<file path="config.mk">
export PLATFORM = sky130hd
export DESIGN_NAME = iaml_ctrl
export DESIGN_NICKNAME = d
export VERILOG_FILES = /design/src/rtl/core/iaml_pkg.sv /design/src/rtl/core/iaml_ctrl.sv
export VERILOG_INCLUDE_DIRS = /design/src /design/src/rtl/core
export SDC_FILE = /design/constraint.sdc
export NUM_CORES = 1
export LEC_CHECK = 0
export BUFFER_PORTS_ARGS = -buffer_cell sky130_fd_sc_hd__clkbuf_2
export CORE_AREA = 2 2 39 41
export CTS_CLUSTER_SIZE = 8
export DETAILED_ROUTE_END_ITERATION = 6
export DIE_AREA = 0 0 41 43
export PLACE_DENSITY = 0.55
export SETUP_SLACK_MARGIN = 0.1
export SLEW_MARGIN = 10
export SYNTH_ARGS = -nofsm -noshare
export SYNTH_HDL_FRONTEND = slang
export SYNTH_SLANG_ARGS = --single-unit
</file>
<file path="constraint.sdc">
create_clock -name clock -period 3.2 [get_ports clock]
set_input_delay 0.48 -clock clock [delete_from_list [all_inputs] [get_ports clock]]
set_output_delay 0.48 -clock clock [all_outputs]
set_load 0.05 [all_outputs]
</file>
<file path="src/rtl/core/indent_aware_markup_lexer_macros.svh">
// Assertion macros shared by the lexer core files.
// Depends on nothing; included by the modules that carry assertions.
`ifndef INDENT_AWARE_MARKUP_LEXER_MACROS_SVH
`define INDENT_AWARE_MARKUP_LEXER_MACROS_SVH

// same-cycle implication
`define IAML_ASSERT_IMP(label, clk, rst, pre, post) \
   label: assert property (@(posedge clk) disable iff (rst) (pre) |-> (post)) \
      else $error("%m: check failed");

// next-cycle implication
`define IAML_ASSERT_NXT(label, clk, rst, pre, post) \
   label: assert property (@(posedge clk) disable iff (rst) (pre) |=> (post)) \
      else $error("%m: check failed");

`endif

</file>
<file path="src/rtl/core/iaml_pkg.sv">
// Shared types and constants of the markup lexer core.
// No dependencies; imported by the channels, controller, datapath and top.
`timescale 1ns / 1ps

package iaml_pkg;

   typedef struct packed {
      logic [7:0] ch;
      logic       final_char;
   } req_word_type;

   typedef struct packed {
      logic [3:0]  kind;
      logic [15:0] start_offset;
      logic [15:0] end_offset;
      logic [15:0] line_no;
      logic [15:0] column_no;
      logic        run_last;
   } rsp_word_type;

   typedef struct packed {
      logic accept;
      logic scan_step;
      logic close_step;
      logic close_load;
      logic finish;
      logic flush_step;
      logic clear;
      logic release_last;
   } iaml_cmd_type;

   typedef struct packed {
      logic pass_again;
      logic pass_close;
      logic close_more;
      logic depth_nz;
      logic fin;
      logic can_emit;
   } iaml_status_type;

   localparam logic [3:0] KIND_EQ    = 4'd0;
   localparam logic [3:0] KIND_DYN   = 4'd1;
   localparam logic [3:0] KIND_STAT  = 4'd2;
   localparam logic [3:0] KIND_HASH  = 4'd3;
   localparam logic [3:0] KIND_DOT   = 4'd4;
   localparam logic [3:0] KIND_ID    = 4'd5;
   localparam logic [3:0] KIND_LIT   = 4'd6;
   localparam logic [3:0] KIND_OPEN  = 4'd7;
   localparam logic [3:0] KIND_CLOSE = 4'd8;
   localparam logic [3:0] KIND_NL    = 4'd9;
   localparam logic [3:0] KIND_TEXT  = 4'd10;
   localparam logic [3:0] KIND_BAD   = 4'd11;
   localparam logic [3:0] KIND_DEEP  = 4'd12;

   localparam logic [7:0] CH_QUOTE   = 8'h22;
   localparam logic [7:0] CH_SLASH   = 8'h2F;
   localparam logic [7:0] CH_PIPE    = 8'h7C;
   localparam logic [7:0] CH_COLON   = 8'h3A;
   localparam logic [7:0] CH_HASH    = 8'h23;
   localparam logic [7:0] CH_DOT     = 8'h2E;
   localparam logic [7:0] CH_EQ      = 8'h3D;
   localparam logic [7:0] CH_MINUS   = 8'h2D;
   localparam logic [7:0] CH_PLUS    = 8'h2B;
   localparam logic [7:0] CH_BSLASH  = 8'h5C;
   localparam logic [7:0] CH_SPACE   = 8'h20;
   localparam logic [7:0] CH_NEWLINE = 8'h0A;
   localparam logic [7:0] CH_LOWER_A = 8'h61;
   localparam logic [7:0] CH_LOWER_Z = 8'h7A;
   localparam logic [7:0] CH_UPPER_A = 8'h41;
   localparam logic [7:0] CH_UPPER_Z = 8'h5A;
   localparam logic [7:0] CH_DIGIT_0 = 8'h30;
   localparam logic [7:0] CH_DIGIT_9 = 8'h39;

   localparam logic [5:0] MAX_RESULTS = 6'd34;

endpackage

</file>
<file path="src/rtl/core/iaml_ctrl.sv">
// Sequencer of the lexer: accept, scan passes, block-close loop, flush, release.
// Depends on iaml_pkg and the assertion macro header.
`timescale 1ns / 1ps
`include "indent_aware_markup_lexer_macros.svh"

module iaml_ctrl import iaml_pkg::*; (
   input  logic            clock,
   input  logic            reset,
   input  logic            req_valid,
   output logic            req_ready,
   input  iaml_status_type st,
   output iaml_cmd_type    cmd
);

   localparam logic [2:0] ST_IDLE  = 3'd0;
   localparam logic [2:0] ST_SCAN  = 3'd1;
   localparam logic [2:0] ST_CLOSE = 3'd2;
   localparam logic [2:0] ST_CWAIT = 3'd3;
   localparam logic [2:0] ST_END   = 3'd4;
   localparam logic [2:0] ST_FLUSH = 3'd5;
   localparam logic [2:0] ST_DONE  = 3'd6;

   logic [2:0] state_ff, state_in;

   assign req_ready = (state_ff == ST_IDLE);

   always_comb begin
      state_in = state_ff;
      cmd      = '0;
      case (state_ff)
         ST_IDLE: begin
            if (req_valid) begin
               cmd.accept = 1'b1;
               state_in   = ST_SCAN;
            end
         end
         ST_SCAN: begin
            if (st.can_emit) begin
               cmd.scan_step = 1'b1;
               if (st.pass_close) begin
                  state_in = ST_CLOSE;
               end else if (st.pass_again) begin
                  state_in = ST_SCAN;
               end else begin
                  state_in = ST_END;
               end
            end
         end
         ST_CLOSE: begin
            if (!st.close_more) begin
               state_in = ST_SCAN;
            end else if (st.can_emit) begin
               cmd.close_step = 1'b1;
               state_in       = ST_CWAIT;
            end
         end
         ST_CWAIT: begin
            cmd.close_load = 1'b1;
            state_in       = ST_CLOSE;
         end
         ST_END: begin
            cmd.finish = 1'b1;
            state_in   = st.fin ? ST_FLUSH : ST_DONE;
         end
         ST_FLUSH: begin
            if (!st.depth_nz) begin
               cmd.clear = 1'b1;
               state_in  = ST_DONE;
            end else if (st.can_emit) begin
               cmd.flush_step = 1'b1;
            end
         end
         ST_DONE: begin
            if (st.can_emit) begin
               cmd.release_last = 1'b1;
               state_in         = ST_IDLE;
            end
         end
         default: begin
            state_in = ST_IDLE;
         end
      endcase
   end

   always_ff @(posedge clock) begin
      if (reset) begin
         state_ff <= ST_IDLE;
      end else begin
         state_ff <= state_in;
      end
   end

   `IAML_ASSERT_NXT(a_accept_scans, clock, reset, cmd.accept, state_ff == ST_SCAN)
   `IAML_ASSERT_IMP(a_one_cmd, clock, reset, 1'b1, $onehot0(cmd))
   `IAML_ASSERT_NXT(a_release_ready, clock, reset, cmd.release_last, req_ready)

endmodule

</file>
==> Word-level counts from Yosys, hierarchy flattened <==
Index checks and enable logic that the tools add are counted.
{ "word_totals": {"ff_bits": 3, "in_bits": 9, "word_cells": 36} }
{ "op_classes": {"n_eq_ne": 11, "mux": 22, "reduce_logical": 2} }
{ "op_table": {"columns": ["operator", "n"], "rows": [
  ["2-to-1 mux 3 bit", 8],
  ["case mux 3 bit (7 select lines)", 1],
  ["2-to-1 mux 1 bit", 11],
  ["== test 3 bit, second input constant", 3],
  ["!= test 2 bit, second input constant", 4],
  ["== test 3 x 2 -> 1 bit, second input constant", 2],
  ["AND reduction 5 bit", 1],
  ["2-to-1 mux 2 bit", 2],
  ["== test 3 x 1 -> 1 bit, second input constant", 1],
  ["zero test 3 bit", 1],
  ["!= test 3 bit, second input constant", 1]
]} }

==> Depth between registers and ports, before layout <==
{ "logic_depth": {"ltp_word": 4, "depth_mapped": 5, "mapped_depth_nobuf": 4} }

==> Worst setup path after synthesis <==
OpenSTA, ideal clock, no wires.
{ "synth_path": {"path_type": "register -> output", "startpoint": "reg state_ff[0]", "endpoint": "out cmd[7] in the netlist's numbering", "arrival_time_ps": 2294, "setup_slack_ps": 426, "stages_incl_launch_ff": 5, "cell_sequence": "dfxtp_1 buf_6 clkbuf_1 nor3_1 and2_1"} }
{ "synth_rtl": {"columns": ["element", "line", "rtl"], "rows": [
  ["from (decl)", "iaml_ctrl.sv:23", "logic [2:0] state_ff, state_in;"],
  ["from (signal assigned)", "iaml_ctrl.sv:89", "state_ff <= state_in;"],
  ["to (decl)", "iaml_ctrl.sv:12", "output iaml_cmd_type cmd"]
]} }

==> run summary <==
clock slew seen by the registers of the worst setup and hold paths: 30 ps
vias per inst: 4.76
max cap viols: 0
Initial Util: 23.8%
Rows: 14
grt met3 use: 1.57%
DP HPWL: 566 um
post-synthesis register bit count: 3
Slew @ Worst Pin: 491 ps
Worst path depth: 3
area of placed instances: 403 um^2
Synthesized Nets: 56
drt pass-1 iters: 4
Post-CTS Repair Setup Buffers: 0
worst-path fanout max: 11
unrepaired setup endpoints after global routing: no
run status: finished, final reports clean
Buf/Inv on CP: 1
vias in the first global route: 317
GPL Wtd Cong: 0.784
Mapped Cells: 47
Seq/Total Area, Yosys: 18.3%
All-Layer GR Usage: 10.4%
CORE AREA: 1380 um^2
busiest grt layer: met1
cell family with most CP delay: flip-flops
M2 GR Usage: 12.8%
port bufs: 17
CTS tree: done
Synth area leader: dfxtp_1
CTS Buf Count: 3
slowest stage cell on the critical path: dfxtp_1
Synth area leaders: dfxtp_1 (18%), nor2_1 (11%), buf_6 (6.8%)
most common cell after layout, fill and taps aside: clkbuf_2
initial antenna violation count: 0
Worst Slack Setup Final: 1220 ps
final net count: 74
Finish-stage setup viols: 0
Fin Setup TNS: 0 ps
met1 Use GR: 13.5%
final design area excluding fillers: 429 um^2
first-pass GRT wire length: 1200 um
fin crit share: 61.8%
hold buffer count at cts: 0
arrival time at the worst endpoint: 1500 ps
max reg flops: 3
VDD IR-drop max: 0.000281 V
DIE WIDTH: 41 um
hold crit path type: in -> reg
DRC viols: 0
pre-CTS setup slack: 1430 ps
Register Area: 60.1 um^2
minimum clock period: 1980 ps
die area: 1760 um^2
most frequent cells in the layout: clkbuf_2 (17), nor2_1 (10), nand2_1 (4)
worst skew pair latency: 230 ps
WS Path Type: reg -> out
Max Clock Freq: 0.506 GHz
critical path capture point type: output port
Starting DRT DRC Count: 3
Slew headroom: 67.2%
die height: 43 um
yosys warns: 0
ANT nets after route: 0
DRT Wirelength: 782 um
clock sinks: 3
largest register by flop count: state_ff
vias: 381
PostCTS Resize Cnt: 0
CTS Buffer Depth: 2
fin util: 31.0%
Yosys top cell area share: 18.3%
antenna cells: 0
Cell Pwr Density: 850 nW/um^2
largest net degree at the start of global routing: 17
syn_area_per_cell: 7.00 um^2
Critical Path Max Stage Delay: 530 ps
Final Skew: 2.24 ps
Fillers: 158
top flop regs: state_ff (3)
Layout area overhead: 30.4%
Slew Limit Fails: 0
WP data required: 2720 ps
GR Overflow Total: 0
Routed wire per std cell: 9.78 um
share of cells above drive strength 1: 34.4%
root buffer cell: clkbuf_4
hold path depth: 4
H-tree depth: 1
area of the multi-input gates: 230 um^2
R2R cell count: 4
io pins: 18
final hold violations: 0
Post-Syn Area: 329 um^2
kind of start point of the critical path: flip-flop
Synth cell types: 25
Leakage: 0.194 nW
crit path cell chain: nand2_1 > nor4b_1 > clkbuf_2
==> per-layer routing <==
metal | share of wire (%) | wire, um
met1 | 45 | 353
met2 | 46 | 356
met3 | 4.3 | 34
met4 | 5.0 | 39
met5 | 0 | 0
==> where the power goes <==
group          switching [mW]  total (mW)  internal (mW)  leakage (nW)
Clock                  0.0196      0.0664         0.0467        0.0150
Combinational           0.134       0.207         0.0732         0.155
Sequential             0.0421      0.0917         0.0496        0.0246
==> worst min-delay path, stage by stage <==
cell and delay [ps]:
clkbuf_2 90, nor2_1 30, nand4_1 70, o21ai_0 70
==> final timing paths <==
kind	startpoint	endpoint	slack (ps)
setup / recovery	state_ff[1]$_SDFFE_PP0P_	cmd[5]	1220
hold / removal	st[5]	state_ff[2]$_SDFFE_PP0P_	570
hold reg to reg	state_ff[0]$_SDFFE_PP0P_	state_ff[0]$_SDFFE_PP0P_	680
setup reg to reg	state_ff[2]$_SDFFE_PP0P_	state_ff[1]$_SDFFE_PP0P_	1660
==> cell type report <==
cell class	instances	area share, %
flip-flops and latches	3	14.0
clock buffers	4	6.12
repair buffers	17	19.8
inverters	2	1.75
well taps	16	4.66
multi-input cells	38	53.6
==> synth_stat cells <==
master and instances:
a21oi_1 2, a31oi_1 1, and2_1 1, buf_2 1, buf_6 2, clkbuf_1 1
dfxtp_1 3, inv_1 2, mux2_4 1, mux2i_1 2, nand2_1 4, nand2b_1 2
nand3_1 1, nand4_1 1, nor2_1 10, nor2b_1 1, nor3_1 2, nor4b_1 2
nor4bb_1 1, o211ai_1 1, o21a_1 1, o21ai_0 2, o221ai_1 1, o22ai_2 1
or3_1 1
==> kinds of logic after synthesis <==
kind of cell | after synthesis | synth area share [%]
buffers and inverters | 6 | 11.8
AOI/OAI and AO/OA | 9 | 19.0
muxes | 3 | 10.6
DFF | 3 | 18.3
and+or+nand+nor | 26 | 40.3
==> stage by stage <==
step | power, mW | hold slack, ps | cells
4_1_cts | 0.368 | 564 | 80
6_report | 0.365 | 568 | 80
5_1_grt | 0.394 | 602 | 80
3_5_place_dp | 0.299 | 682 | 76
2_1_floorplan | 0.277 | 595 | 47
3_3_place_gp | 0.301 | 681 | 76
(Power assumes the default switching activity.)
