**config.mk**
```make
export PLATFORM = sky130hd
export DESIGN_NAME = iaml_datapath
export DESIGN_NICKNAME = d
export VERILOG_FILES = /design/src/rtl/core/iaml_pkg.sv /design/src/rtl/core/iaml_ram.sv /design/src/rtl/core/iaml_datapath.sv
export VERILOG_INCLUDE_DIRS = /design/src /design/src/rtl/core
export SDC_FILE = /design/constraint.sdc
export NUM_CORES = 1
export LEC_CHECK = 0
export BUFFER_PORTS_ARGS = -buffer_cell sky130_fd_sc_hd__buf_4
export CAP_MARGIN = 20
export CORE_MARGIN = 3
export CORE_UTILIZATION = 67
export CTS_CLUSTER_SIZE = 28
export DETAILED_ROUTE_END_ITERATION = 6
export PLACE_DENSITY = 0.86
export SLEW_MARGIN = 20
export SYNTH_ARGS = -nofsm -noshare
export SYNTH_HDL_FRONTEND = slang
export SYNTH_HIERARCHICAL = 1
export SYNTH_SLANG_ARGS = --single-unit
```
**constraint.sdc**
```tcl
create_clock -name clock -period 11.85 [get_ports clock]
set_input_delay 1.185 -clock clock [delete_from_list [all_inputs] [get_ports clock]]
set_output_delay 1.185 -clock clock [all_outputs]
set_load 0.01 [all_outputs]
```
**src/rtl/core/indent_aware_markup_lexer_macros.svh**
```systemverilog
// Assertion macros shared by the lexer core files.
// Depends on nothing; included by the modules that carry assertions.
`ifndef INDENT_AWARE_MARKUP_LEXER_MACROS_SVH
`define INDENT_AWARE_MARKUP_LEXER_MACROS_SVH

// same-cycle implication
`define IAML_ASSERT_IMP(label, clk, rst, pre, post) \
   label: assert property (@(posedge clk) disable iff (rst) (pre) |-> (post)) \
      else $error("%m: check failed");

// next-cycle implication
`define IAML_ASSERT_NXT(label, clk, rst, pre, post) \
   label: assert property (@(posedge clk) disable iff (rst) (pre) |=> (post)) \
      else $error("%m: check failed");

`endif

```
**src/rtl/core/iaml_pkg.sv**
```systemverilog
// Shared types and constants of the markup lexer core.
// No dependencies; imported by the channels, controller, datapath and top.
`timescale 1ns / 1ps

package iaml_pkg;

   typedef struct packed {
      logic [7:0] ch;
      logic       final_char;
   } req_word_type;

   typedef struct packed {
      logic [3:0]  kind;
      logic [15:0] start_offset;
      logic [15:0] end_offset;
      logic [15:0] line_no;
      logic [15:0] column_no;
      logic        run_last;
   } rsp_word_type;

   typedef struct packed {
      logic accept;
      logic scan_step;
      logic close_step;
      logic close_load;
      logic finish;
      logic flush_step;
      logic clear;
      logic release_last;
   } iaml_cmd_type;

   typedef struct packed {
      logic pass_again;
      logic pass_close;
      logic close_more;
      logic depth_nz;
      logic fin;
      logic can_emit;
   } iaml_status_type;

   localparam logic [3:0] KIND_EQ    = 4'd0;
   localparam logic [3:0] KIND_DYN   = 4'd1;
   localparam logic [3:0] KIND_STAT  = 4'd2;
   localparam logic [3:0] KIND_HASH  = 4'd3;
   localparam logic [3:0] KIND_DOT   = 4'd4;
   localparam logic [3:0] KIND_ID    = 4'd5;
   localparam logic [3:0] KIND_LIT   = 4'd6;
   localparam logic [3:0] KIND_OPEN  = 4'd7;
   localparam logic [3:0] KIND_CLOSE = 4'd8;
   localparam logic [3:0] KIND_NL    = 4'd9;
   localparam logic [3:0] KIND_TEXT  = 4'd10;
   localparam logic [3:0] KIND_BAD   = 4'd11;
   localparam logic [3:0] KIND_DEEP  = 4'd12;

   localparam logic [7:0] CH_QUOTE   = 8'h22;
   localparam logic [7:0] CH_SLASH   = 8'h2F;
   localparam logic [7:0] CH_PIPE    = 8'h7C;
   localparam logic [7:0] CH_COLON   = 8'h3A;
   localparam logic [7:0] CH_HASH    = 8'h23;
   localparam logic [7:0] CH_DOT     = 8'h2E;
   localparam logic [7:0] CH_EQ      = 8'h3D;
   localparam logic [7:0] CH_MINUS   = 8'h2D;
   localparam logic [7:0] CH_PLUS    = 8'h2B;
   localparam logic [7:0] CH_BSLASH  = 8'h5C;
   localparam logic [7:0] CH_SPACE   = 8'h20;
   localparam logic [7:0] CH_NEWLINE = 8'h0A;
   localparam logic [7:0] CH_LOWER_A = 8'h61;
   localparam logic [7:0] CH_LOWER_Z = 8'h7A;
   localparam logic [7:0] CH_UPPER_A = 8'h41;
   localparam logic [7:0] CH_UPPER_Z = 8'h5A;
   localparam logic [7:0] CH_DIGIT_0 = 8'h30;
   localparam logic [7:0] CH_DIGIT_9 = 8'h39;

   localparam logic [5:0] MAX_RESULTS = 6'd34;

endpackage

```
**src/rtl/core/iaml_ram.sv**
```systemverilog
// Generic single-write, single-read RAM with registered read data.
// No dependencies.
`timescale 1ns / 1ps

module iaml_ram #(
   parameter int WIDTH = 8,
   parameter int DEPTH = 32
) (
   input  logic                     clock,
   input  logic                     wr_en,
   input  logic [$clog2(DEPTH)-1:0] wr_addr,
   input  logic [WIDTH-1:0]         wr_data,
   input  logic [$clog2(DEPTH)-1:0] rd_addr,
   output logic [WIDTH-1:0]         rd_data
);

   logic [WIDTH-1:0] mem [DEPTH];

   always_ff @(posedge clock) begin
      if (wr_en) begin
         mem[wr_addr] <= wr_data;
      end
      rd_data <= mem[rd_addr];
   end

endmodule

```
**src/rtl/core/iaml_datapath.sv**
```systemverilog
// Lexer datapath: scan-state logic, positions, indent stack and result buffering.
// Depends on iaml_pkg, iaml_ram and the assertion macro header.
`timescale 1ns / 1ps
`include "indent_aware_markup_lexer_macros.svh"

module iaml_datapath import iaml_pkg::*; #(
   parameter int MAX_LEVELS  = 32,
   parameter int OFFSET_BITS = 16
) (
   input  logic            clock,
   input  logic            reset,
   input  iaml_cmd_type    cmd,
   output iaml_status_type st,
   input  req_word_type    req_word,
   output logic            rsp_valid,
   output rsp_word_type    rsp_word,
   input  logic            rsp_ready
);

   localparam int DW = $clog2(MAX_LEVELS);
   localparam int OB = OFFSET_BITS;

   localparam logic [3:0] SS_START = 4'd0;
   localparam logic [3:0] SS_ID    = 4'd1;
   localparam logic [3:0] SS_LIT   = 4'd2;
   localparam logic [3:0] SS_ESC   = 4'd3;
   localparam logic [3:0] SS_CPOS  = 4'd4;
   localparam logic [3:0] SS_COM   = 4'd5;
   localparam logic [3:0] SS_CNL   = 4'd6;
   localparam logic [3:0] SS_LINE  = 4'd7;
   localparam logic [3:0] SS_TEXT  = 4'd8;

   function automatic logic [OB-1:0] off_inc(input logic [OB-1:0] v);
      return (v == '1) ? v : v + 1'b1;
   endfunction

   function automatic logic [OB-1:0] off_dec(input logic [OB-1:0] v);
      return (v == '0) ? v : v - 1'b1;
   endfunction

   // lexer state
   logic [3:0]    scan_ff, scan_in;
   logic [DW-1:0] depth_ff, depth_in;
   logic [7:0]    top_ff, top_in;
   logic [OB-1:0] char_off_ff, char_off_in;
   logic [OB-1:0] lex_begin_ff, lex_begin_in;
   logic [OB-1:0] lex_finish_ff, lex_finish_in;
   logic [7:0]    com_indent_ff, com_indent_in;
   logic [15:0]   line_ff, line_in;
   logic [15:0]   col_ff, col_in;
   logic [3:0]    prev_kind_ff, prev_kind_in;
   logic          seen_ff, seen_in;

   // current word and loop bound
   logic [7:0]    ch_ff;
   logic          fin_ff;
   logic [7:0]    close_width_ff, close_width_in;

   // result buffering
   logic [5:0]    cnt_ff, cnt_in;
   logic          hold_valid_ff, hold_valid_in;
   rsp_word_type  hold_ff, hold_in;
   logic          out_valid_ff, out_valid_in;
   rsp_word_type  out_ff, out_in;

   // one scan pass
   logic [3:0]    p_scan;
   logic [OB-1:0] p_lb, p_lf;
   logic [7:0]    p_ci;
   logic          p_tok, p_err, p_again, p_close, p_push;
   logic [3:0]    p_kind;
   logic [OB-1:0] p_s, p_e;
   logic [7:0]    p_close_w, p_n;
   logic [OB-1:0] p_d;

   logic          emit_v, emit_store, out_free;
   rsp_word_type  emit_word;

   logic          ram_we;
   logic [DW-1:0] ram_waddr, ram_raddr;
   logic [7:0]    ram_rdata;

   always_comb begin
      p_scan    = scan_ff;
      p_lb      = lex_begin_ff;
      p_lf      = lex_finish_ff;
      p_ci      = com_indent_ff;
      p_tok     = 1'b0;
      p_err     = 1'b0;
      p_again   = 1'b0;
      p_close   = 1'b0;
      p_push    = 1'b0;
      p_kind    = KIND_EQ;
      p_s       = char_off_ff;
      p_e       = char_off_ff;
      p_close_w = com_indent_ff;
      p_d       = (char_off_ff > lex_begin_ff) ? char_off_ff - lex_begin_ff : '0;
      p_n       = (p_d > OB'(8'hFF)) ? 8'hFF : p_d[7:0];
      case (scan_ff)
         SS_START: begin
            p_lb = char_off_ff;
            p_lf = char_off_ff;
            if (ch_ff inside {[CH_LOWER_A:CH_LOWER_Z], [CH_UPPER_A:CH_UPPER_Z]}) begin
               p_scan = SS_ID;
            end else begin
               case (ch_ff)
                  CH_QUOTE: p_scan = SS_LIT;
                  CH_SLASH: p_scan = SS_CPOS;
                  CH_NEWLINE, CH_COLON: begin
                     p_scan = SS_LINE;
                     p_lb   = off_inc(char_off_ff);
                  end
                  CH_PIPE: begin
                     p_scan = SS_TEXT;
                     p_lb   = off_inc(char_off_ff);
                  end
                  CH_EQ: begin
                     p_tok  = 1'b1;
                     p_kind = KIND_EQ;
                  end
                  CH_MINUS: begin
                     p_tok  = 1'b1;
                     p_kind = KIND_DYN;
                  end
                  CH_PLUS: begin
                     p_tok  = 1'b1;
                     p_kind = KIND_STAT;
                  end
                  CH_HASH: begin
                     p_tok  = 1'b1;
                     p_kind = KIND_HASH;
                  end
                  CH_DOT: begin
                     p_tok  = 1'b1;
                     p_kind = KIND_DOT;
                  end
                  CH_SPACE: begin
                  end
                  default: begin
                     p_tok  = 1'b1;
                     p_err  = 1'b1;
                     p_kind = KIND_BAD;
                  end
               endcase
            end
         end
         SS_ID: begin
            if (!(ch_ff inside {[CH_LOWER_A:CH_LOWER_Z], [CH_UPPER_A:CH_UPPER_Z],
                                [CH_DIGIT_0:CH_DIGIT_9], CH_MINUS})) begin
               p_lf    = off_dec(char_off_ff);
               p_scan  = SS_START;
               p_tok   = 1'b1;
               p_kind  = KIND_ID;
               p_s     = lex_begin_ff;
               p_e     = off_dec(char_off_ff);
               p_again = 1'b1;
            end
         end
         SS_LIT: begin
            if (ch_ff == CH_QUOTE) begin
               p_scan = SS_START;
               p_lf   = char_off_ff;
               p_tok  = 1'b1;
               p_kind = KIND_LIT;
               p_s    = lex_begin_ff;
            end else if (ch_ff == CH_BSLASH) begin
               p_scan = SS_ESC;
            end
         end
         SS_ESC: begin
            if (ch_ff == CH_QUOTE) begin
               p_scan = SS_LIT;
            end
         end
         SS_CPOS: begin
            if (ch_ff == CH_SLASH) begin
               p_scan = SS_COM;
            end
         end
         SS_COM: begin
            if (ch_ff == CH_NEWLINE) begin
               p_scan = SS_CNL;
               p_ci   = '0;
            end
         end
         SS_CNL: begin
            if (ch_ff == CH_SPACE) begin
               p_ci = (com_indent_ff == 8'hFF) ? com_indent_ff : com_indent_ff + 8'd1;
            end else if (top_ff < com_indent_ff) begin
               p_scan = SS_COM;
            end else begin
               p_scan  = SS_START;
               p_lf    = off_dec(char_off_ff);
               p_close = 1'b1;
               p_again = 1'b1;
            end
         end
         SS_LINE: begin
            if (ch_ff != CH_SPACE) begin
               p_lf    = char_off_ff;
               p_scan  = SS_START;
               p_again = 1'b1;
               if (p_n > top_ff) begin
                  p_tok = 1'b1;
                  if (depth_ff == DW'(MAX_LEVELS - 1)) begin
                     p_err  = 1'b1;
                     p_kind = KIND_DEEP;
                  end else begin
                     p_push = 1'b1;
                     p_kind = KIND_OPEN;
                     p_s    = lex_begin_ff;
                  end
               end else if (p_n < top_ff) begin
                  p_close   = 1'b1;
                  p_close_w = p_n;
               end else if (char_off_ff != '0) begin
                  if (!(seen_ff && prev_kind_ff == KIND_CLOSE)) begin
                     p_tok  = 1'b1;
                     p_kind = KIND_NL;
                     p_s    = lex_begin_ff;
                  end
               end
            end
         end
         SS_TEXT: begin
            if (ch_ff == CH_NEWLINE) begin
               p_tok  = 1'b1;
               p_kind = KIND_TEXT;
               p_s    = lex_begin_ff;
               p_e    = lex_finish_ff;
               p_scan = SS_LINE;
               p_lb   = off_inc(char_off_ff);
            end
         end
         default: begin
            p_scan = SS_START;
         end
      endcase
   end

   // result word for this cycle
   always_comb begin
      emit_word          = '0;
      emit_v             = 1'b0;
      if (cmd.scan_step && p_tok) begin
         emit_v                 = 1'b1;
         emit_word.kind         = p_kind;
         emit_word.start_offset = 16'(p_s);
         emit_word.end_offset   = 16'(p_e);
         emit_word.line_no      = p_err ? line_ff : 16'd0;
         emit_word.column_no    = p_err ? col_ff : 16'd0;
      end else if (cmd.close_step || cmd.flush_step) begin
         emit_v                 = 1'b1;
         emit_word.kind         = KIND_CLOSE;
         emit_word.start_offset = 16'(lex_begin_ff);
         emit_word.end_offset   = 16'(lex_finish_ff);
      end
   end

   assign out_free   = !out_valid_ff || rsp_ready;
   assign emit_store = emit_v && (cnt_ff < MAX_RESULTS);

   assign st.pass_again = p_again;
   assign st.pass_close = p_close;
   assign st.close_more = (depth_ff != '0) && (top_ff > close_width_ff);
   assign st.depth_nz   = (depth_ff != '0);
   assign st.fin        = fin_ff;
   assign st.can_emit   = !hold_valid_ff || out_free;

   assign ram_we    = cmd.scan_step && p_push;
   assign ram_waddr = depth_ff + 1'b1;
   assign ram_raddr = depth_ff - 1'b1;

   iaml_ram #(
      .WIDTH (8),
      .DEPTH (MAX_LEVELS)
   ) u_stack (
      .clock   (clock),
      .wr_en   (ram_we),
      .wr_addr (ram_waddr),
      .wr_data (p_n),
      .rd_addr (ram_raddr),
      .rd_data (ram_rdata)
   );

   always_comb begin
      scan_in        = scan_ff;
      depth_in       = depth_ff;
      top_in         = top_ff;
      char_off_in    = char_off_ff;
      lex_begin_in   = lex_begin_ff;
      lex_finish_in  = lex_finish_ff;
      com_indent_in  = com_indent_ff;
      line_in        = line_ff;
      col_in         = col_ff;
      prev_kind_in   = prev_kind_ff;
      seen_in        = seen_ff;
      close_width_in = close_width_ff;
      cnt_in         = cnt_ff;
      hold_valid_in  = hold_valid_ff;
      hold_in        = hold_ff;
      out_valid_in   = out_valid_ff && !rsp_ready;
      out_in         = out_ff;

      if (cmd.accept) begin
         cnt_in = '0;
         if (req_word.ch == CH_NEWLINE) begin
            line_in = (line_ff == 16'hFFFF) ? line_ff : line_ff + 16'd1;
            col_in  = '0;
         end else begin
            col_in  = (col_ff == 16'hFFFF) ? col_ff : col_ff + 16'd1;
         end
      end

      if (cmd.scan_step) begin
         scan_in       = p_scan;
         lex_begin_in  = p_lb;
         lex_finish_in = p_lf;
         com_indent_in = p_ci;
         if (p_close) begin
            close_width_in = p_close_w;
         end
         if (p_push) begin
            depth_in = depth_ff + 1'b1;
            top_in   = p_n;
         end
      end

      if (cmd.close_step || cmd.flush_step) begin
         depth_in = depth_ff - 1'b1;
      end

      if (cmd.close_load) begin
         top_in = (depth_ff == '0) ? 8'd0 : ram_rdata;
      end

      if (cmd.finish) begin
         char_off_in = off_inc(char_off_ff);
      end

      if (emit_v && (emit_word.kind <= KIND_TEXT)) begin
         prev_kind_in = emit_word.kind;
         seen_in      = 1'b1;
      end

      if (emit_store) begin
         cnt_in        = cnt_ff + 6'd1;
         hold_in       = emit_word;
         hold_valid_in = 1'b1;
         if (hold_valid_ff) begin
            out_in       = hold_ff;
            out_valid_in = 1'b1;
         end
      end

      if (cmd.release_last && hold_valid_ff) begin
         out_in          = hold_ff;
         out_in.run_last = 1'b1;
         out_valid_in    = 1'b1;
         hold_valid_in   = 1'b0;
      end

      if (cmd.clear) begin
         scan_in       = SS_LINE;
         depth_in      = '0;
         top_in        = '0;
         char_off_in   = '0;
         lex_begin_in  = '0;
         lex_finish_in = '0;
         com_indent_in = '0;
         line_in       = '0;
         col_in        = '0;
         prev_kind_in  = '0;
         seen_in       = 1'b0;
      end
   end

   always_ff @(posedge clock) begin
      if (reset) begin
         scan_ff       <= SS_LINE;
         depth_ff      <= '0;
         top_ff        <= '0;
         char_off_ff   <= '0;
         lex_begin_ff  <= '0;
         lex_finish_ff <= '0;
         com_indent_ff <= '0;
         line_ff       <= '0;
         col_ff        <= '0;
         prev_kind_ff  <= '0;
         seen_ff       <= 1'b0;
         cnt_ff        <= '0;
         hold_valid_ff <= 1'b0;
         out_valid_ff  <= 1'b0;
      end else begin
         scan_ff       <= scan_in;
         depth_ff      <= depth_in;
         top_ff        <= top_in;
         char_off_ff   <= char_off_in;
         lex_begin_ff  <= lex_begin_in;
         lex_finish_ff <= lex_finish_in;
         com_indent_ff <= com_indent_in;
         line_ff       <= line_in;
         col_ff        <= col_in;
         prev_kind_ff  <= prev_kind_in;
         seen_ff       <= seen_in;
         cnt_ff        <= cnt_in;
         hold_valid_ff <= hold_valid_in;
         out_valid_ff  <= out_valid_in;
      end
   end

   always_ff @(posedge clock) begin
      if (cmd.accept) begin
         ch_ff  <= req_word.ch;
         fin_ff <= req_word.final_char;
      end
      close_width_ff <= close_width_in;
      hold_ff        <= hold_in;
      out_ff         <= out_in;
   end

   assign rsp_valid = out_valid_ff;
   assign rsp_word  = out_ff;

   `IAML_ASSERT_NXT(a_release_empties, clock, reset, cmd.release_last, !hold_valid_ff)
   `IAML_ASSERT_NXT(a_clear_resets, clock, reset, cmd.clear,
                    (depth_ff == '0) && (scan_ff == SS_LINE) && (char_off_ff == '0))
   `IAML_ASSERT_IMP(a_no_overwrite, clock, reset, emit_store && hold_valid_ff,
                    !out_valid_ff || rsp_ready)

endmodule

```
# == After elaboration in Yosys (flattened, before gate mapping) ==
# Memories as Yosys holds them, arrays and structs flattened. A register that Yosys moved wholly into a read port is not among the register bits.
# Index checks and enable logic that the tools add are counted.
# classes
magnitude_cmp,14
reduce_logical,53
eq_ne,42
bitwise,1
n_addsub,9
n_mux,112
# ops
op,count
$mux W16,24
$mux W69,3
$mux W8,12
$pmux W16 S5,1
$eq A8 B6 Y1 const B,9
$mux W36,2
$mux W4,18
$pmux W16 S2,2
$pmux W16 S4,1
$add A16 B1 Y16 const B,3
$eq A16 B16 Y1 const B,3
$pmux W4 S5,2
$pmux W4 S9,1
$mux W1,32
$ne A2 B2 Y1 const B,12
$reduce_bool A2 Y1,10
$eq A4 B3 Y1 const B,4
$eq A8 B4 Y1 const B,2
$eq A8 B7 Y1 const B,2
$ge A8 B7 Y1 const B,2
$gt A16 B16 Y1,1
$gt A16 B8 Y1 const B,1
$gt A8 B8 Y1,2
$le A8 B7 Y1 const B,2
other kinds (47),80
# totals
wordCells,260
n_memories,1
mem_bits_rw,256
inputBits,20
regBits,272
output_inout_bits,76
# memory_table
memory,words,word_bits,read_ports,rd_ports_with_merged_regs,write_ports,line,source
u_stack.mem,32,8,1,1,1,iaml_ram.sv:17,logic [WIDTH-1:0] mem [DEPTH];

# == Logic depth before layout (Yosys ltp) ==
# depth
ltp_word,14
mapped_depth,26
mapped_depth_nobuf,22

# == Modules after synthesis ==
# The synthesis kept the hierarchy.
# modules_own_cells
module,cells_each,n_inst,seq_area_each_um2,area_per_inst_um2
iaml_datapath,1627,1,6976.7,15129.5
iaml_ram,417,1,7847.5,10053.4

# == Worst setup path after synthesis ==
# OpenSTA, ideal clock, no wires.
# synth_path
kind,register -> register
start,reg char_off_ff[0]
end,reg out_ff (netlist bit rsp_word[10]) (enable)
path_stages_with_launch,25
synth_period_minus_slack_ps,6926
setup_ps,397
path_buffers,3
slack_ps,4924
arrival_ps,6529
t_required_ps,11453
path_cell_list,dfxtp_1 -> clkbuf_1 -> inv_1 -> ha_1 -> fa_1 -> nand2b_1 -> a211o_1 -> o2bb2ai_1 -> o211ai_1 -> xnor2_1 -> o2111ai_1 -> clkbuf_1 -> nor2_1 -> nor2_1 -> ha_1 -> nor2b_1 -> o211ai_1 -> a21oi_1 -> o211ai_2 -> a31oi_4 -> o21ai_4 -> inv_4 -> o21ai_2 -> inv_2 -> buf_2
# synth_via
elab_chain_len,14
elab_cells_between_ends,18
cone_classes,add/sub: 1; order compare: 4; mux: 8; reduce/logical: 5
# synth_lines
item,line,source
start: declaration,iaml_datapath.sv:45,"logic [OB-1:0] char_off_ff, char_off_in;"
start signal: assignment,iaml_datapath.sv:398,char_off_ff <= char_off_in;
$sub A16 B16 Y16 / $gt A16 B16 Y1 (equally long branches),iaml_datapath.sv:97,p_d = (char_off_ff > lex_begin_ff) ? char_off_ff - lex_begin_ff : '0;
$mux W16 *,iaml_datapath.sv:97,
$gt A16 B8 Y1,iaml_datapath.sv:98,p_n = (p_d > OB'(8'hFF)) ? 8'hFF : p_d[7:0];
$mux W8 *,iaml_datapath.sv:98,
net p_n[1],iaml_datapath.sv:73,"logic [7:0] p_close_w, p_n;"
$lt A8 B8 Y1,iaml_datapath.sv:213,end else if (p_n < top_ff) begin
$mux W1,iaml_datapath.sv:213,
$mux W1 *,iaml_datapath.sv:203,if (p_n > top_ff) begin
$mux W1 *,iaml_datapath.sv:199,if (ch_ff != CH_SPACE) begin
$pmux W1 S5 *,iaml_datapath.sv:99,case (scan_ff)
$logic_and A1 B1 Y1 *,iaml_datapath.sv:245,if (cmd.scan_step && p_tok) begin
$mux W1 *,iaml_datapath.sv:245,
$logic_and A1 B1 Y1 *,iaml_datapath.sv:261,assign emit_store = emit_v && (cnt_ff < MAX_RESULTS);
net emit_store,iaml_datapath.sv:76,"logic emit_v, emit_store, out_free;"
$reduce_bool A2 Y1 (no line) *,n/a,
$reduce_and A2 Y1 (no line) *,n/a,
end signal: assignment,iaml_datapath.sv:419,out_ff <= out_in;
end: declaration,iaml_datapath.sv:64,"rsp_word_type out_ff, out_in;"
# The timed path passes the listed nets; every way through them passes the cells marked *.
# A chain may end at the register's enable or synchronous reset.

# == Worst setup path in the final report ==
# layout_path
start,reg char_off_ff[0]
end,reg out_ff (netlist bit rsp_word[61]) (enable)
# The elaborated chain is that of the path after synthesis.

==> impl_metrics.env <==
export IMPL_outcome="complete, no violations"
export IMPL_hold_path_class="flop to flop"
export IMPL_rsz0062_at_grt="no"
export IMPL_cts_resized=0
export IMPL_grt_pass1_wl_um=94250
export IMPL_cp_slowest_cell="buf_4"
export IMPL_syn_inst=2044
export IMPL_endpoint_kind="flop"
export IMPL_slew_violations=0
export IMPL_grt_antenna_before_repair=0
export IMPL_synth_seq_cells=536
export IMPL_p_leak_nw=9.737
export IMPL_io_pins=96
export IMPL_dp_cells=2508
export IMPL_synth_top_family_by_area="simple AND/OR/NAND/NOR gates"
export IMPL_antenna_cells=0
export IMPL_multi_input_area_um2=9623
export IMPL_min_period_ns=8.311
export IMPL_die_area_um2=39950
export IMPL_slowest_delay_ns=0.72
export IMPL_critPathTopFamily="compound AO/OA/AOI/OAI gates"
export IMPL_synth_area_um2=25180
export IMPL_ys_flop_type="edfxtp_1"
export IMPL_worst_path_stages=23
export IMPL_rr_worst_depth=23
export IMPL_path_max_fanout=104
export IMPL_cp_cell_sequence="inv_1 > ha_1 > fa_1 > nand2b_1 > a211o_1 > a21oi_1 > o31ai_1 > a2111oi_0 > o2111ai_1 > nor2_1 > nor2_4 > ha_1 > nor2b_1 > o211ai_1 > a21oi_1 > o211ai_2 > a31oi_4 > buf_4 > o21ai_4 > inv_4 > o21ai_2 > inv_4 > buf_4"
export IMPL_die_w_um=199.9
export IMPL_synth_edff_count=409
export IMPL_max_slew_worst_pin_slew_ns=1.086
export IMPL_synthXorXnorAreaFrac=0.02643
export IMPL_port_buffers=95
export IMPL_timing_fmax_mhz=120.3
export IMPL_grt_usage=0.3061
export IMPL_reg2reg_to="rsp_word[61]"
export IMPL_synth_mux_area_frac=0.08208
export IMPL_fin_crit_sh=0.7013
export IMPL_p_int_w=0.003322
export IMPL_route_detailed_drc=0
export IMPL_ff2ff_setup_slack_ns=3.54
export IMPL_regArea_um2=14820
export IMPL_viasPerCell=6.655
export IMPL_grt_overflow_total=0
export IMPL_worstReg2RegStart="char_off_ff[0]"
export IMPL_tritoncts="built"
export IMPL_tns_ns=0
export IMPL_worstHoldStart="u_stack/rd_data[3]"
export IMPL_critPathLaunchType="flop"
export IMPL_sequentialPowerShare=0.479
export IMPL_fin_area_um2=27920
export IMPL_async_flop_share=0
export IMPL_crit_path_end="rsp_word[61]"
export IMPL_syn_area_per_cell_um2=12.32
export IMPL_skew_ns=0.02141
export IMPL_path_buf_inv=5
export IMPL_dp_slack_ns=3.634
export IMPL_routedWlPerCell_um=23.37
export IMPL_antenna_left=0
export IMPL_dr_pass1_iters=5
export IMPL_max_slew_margin=0.2735
export IMPL_die_h_um=199.9
export IMPL_final_setup_worst_slack_ns=3.539
export IMPL_cts_hold_repair_buffers=0
export IMPL_drive_above_1_share=0.1615
export IMPL_final_nets=2164
export IMPL_rows=70
export IMPL_gp_congestion=0.9498
export IMPL_grt_pass1_vias=16670
export IMPL_setup_violations=0
export IMPL_power_frac_clock=0.382
export IMPL_ctsLongestPathBuffers=3
export IMPL_synthDistinctLibCells=96
export IMPL_synth_simple_area_share=0.1386
export IMPL_root_buffer="clkbuf_16"
export IMPL_grt_max_degree=105
export IMPL_worstSetupPathType="flop to flop"
export IMPL_peakVddDrop_mv=0.1770
export IMPL_cts_buffers=51
export IMPL_synth_compound_area_frac=0.1062
export IMPL_cts_sinks=536
export IMPL_fin_cells=2604
export IMPL_synth_area_leaders="edfxtp_1 (49%), dfxtp_1 (10%), mux4_2 (7.2%), nor2_1 (2.7%), and2_1 (2.6%)"
export IMPL_maxCapViolCount=0
export IMPL_net_switching_power_w=0.001144
export IMPL_cts_setup_buffers=0
export IMPL_start_util=0.6846
export IMPL_required_ns=12.08
export IMPL_routed_wl_um=60860
export IMPL_power_density_nw_per_um2=159.9
export IMPL_area_delta_synth_final_pct=10.89
export IMPL_synth_top_area_cell="edfxtp_1"
export IMPL_arrival_ns=8.54
export IMPL_synth_top_area_frac=0.4877
export IMPL_drt_iter0_drc=1883
export IMPL_syn_num_nets=2115
export IMPL_fillers=2243
export IMPL_share_comb_of_total_power=0.139
export IMPL_final_core_util=0.7591
export IMPL_sw_frac_of_total=0.2561
export IMPL_clk_pin_slew_ns=0.07
export IMPL_htree_levels=2
export IMPL_yosys_warnings=6
export IMPL_synth_fa_ha_area_frac=0.02603
export IMPL_coreArea_um2=36790
export IMPL_crit_path_start="char_off_ff[0]"
export IMPL_place_area_um2=26150
export IMPL_seq_area_frac_synth=0.5887
export IMPL_vias=17330
export IMPL_clock_latency_ns=0.61
export IMPL_dpl_hpwl_um=39390
export IMPL_finalHoldViolCount=0
power by group through the flow:
stage                     Clock [W]  Sequential (W)  Combinational (W)
final                       0.00170         0.00214           0.000622
after global routing        0.00179         0.00215           0.000664
after CTS                   0.00172         0.00214           0.000611
after detailed placement          0         0.00218           0.000602
after global placement            0         0.00217           0.000581
after floorplan                   0         0.00217           0.000428
kinds of logic (layout without fill, tap and decap cells):
kind of cell / count (synthesis) / after routing
mux: 105 / 105
buf+inv: 187 / 279
flops: 536 / 536
fa+ha+maj: 52 / 52
xor+xnor: 76 / 76
compound gates: 409 / 409
simple gates: 679 / 679
state kept, by name, indices dropped and copies added, names as in the netlist, 5 cells and up:
| name | cells |
|---|---|
| top_ff | 8 |
| com_indent_ff | 8 |
| lex_finish_ff | 16 |
| ch_ff | 8 |
| rsp_word | 69 |
| hold_ff | 68 |
| u_stack/mem | 256 |
| cnt_ff | 6 |
| lex_begin_ff | 16 |
| depth_ff | 5 |
| char_off_ff | 16 |
| line_ff | 16 |
| u_stack/rd_data | 8 |
| col_ff | 16 |
| close_width_ff | 8 |
how the worst min path moves through the flow:
stage	end	slack, ns	cells past startpoint
global route	seen_ff	0.49	1
finish	top_ff[3]	0.47	2
detailed placement	top_ff[7]	0.46	2
CTS	top_ff[3]	0.47	2
floorplan	lex_begin_ff[14]	0.43	2
global placement	top_ff[7]	0.44	2
synthesized netlist by cell type (8+ instances only):
library cell / instances
mux2_2: 12
nand4_1: 26
xnor2_1: 36
o21ai_0: 108
nand2b_1: 15
a311oi_1: 15
edfxtp_1: 409
o22ai_1: 18
o221ai_1: 9
xor2_1: 40
a2bb2oi_1: 11
dfxtp_1: 127
and3_1: 14
a211oi_1: 20
nand3_1: 47
buf_1: 13
o31ai_1: 12
mux4_2: 80
a21oi_1: 105
clkbuf_1: 72
buf_4: 9
nor4_1: 14
ha_1: 50
nand3b_1: 9
nor3_1: 38
inv_1: 62
mux2i_1: 13
nor2b_1: 11
or2_2: 8
buf_2: 19
and2_1: 105
or3_1: 20
nand2_1: 143
a21o_1: 16
a22o_1: 11
a221oi_1: 8
nor2_1: 182
placed cells by master (no fill, tap or decap), drive strengths merged, types with 21 or more instances in the layout:
cell type and n:
a21oi 107, and2 106, mux4 80, a211oi 21
o21ai 115, nand2 144, nor3 41, nand3 48
ha 50, clkbuf 62, nor2 185, xor2 40
buf 118, nand4 26, dfxtp 127, edfxtp 409
xnor2 36, inv 70
metal layers:
layer,vias to the layer above,GRT usage,part of all wire
li1,7783,-,-
met1,8520,0.3906,0.38
met2,844,0.5363,0.51
met3,183,0.04011,0.064
met4,0,0.1256,0.042
met5,-,0,0
per-stage QoR:
| step | total power (W) | hold slack (ns) |
|---|---|---|
| 6_report | 0.004466 | 0.4694 |
| 5_1_grt | 0.004602 | 0.4879 |
| 4_1_cts | 0.004477 | 0.4672 |
| 3_5_place_dp | 0.002780 | 0.4563 |
| 3_3_place_gp | 0.002755 | 0.4411 |
| 2_1_floorplan | 0.002600 | 0.4319 |
worst min-delay path, stage by stage, from the launching register on:
cell	delay (ns)
dfxtp_1	0.30
nand2_1	0.06
a221oi_1	0.06
cell type report:
| class | instances | area share |
|---|---|---|
| clock buffers | 62 | 0.04830 |
| clock inverters | 34 | 0.01452 |
| inverters | 65 | 0.009006 |
| multi-input cells | 1321 | 0.3446 |
| flip-flops and latches | 536 | 0.5309 |
| well taps | 468 | 0.02097 |
| repair buffers | 118 | 0.03172 |
Note: power is estimated with default switching activity, not from simulation.
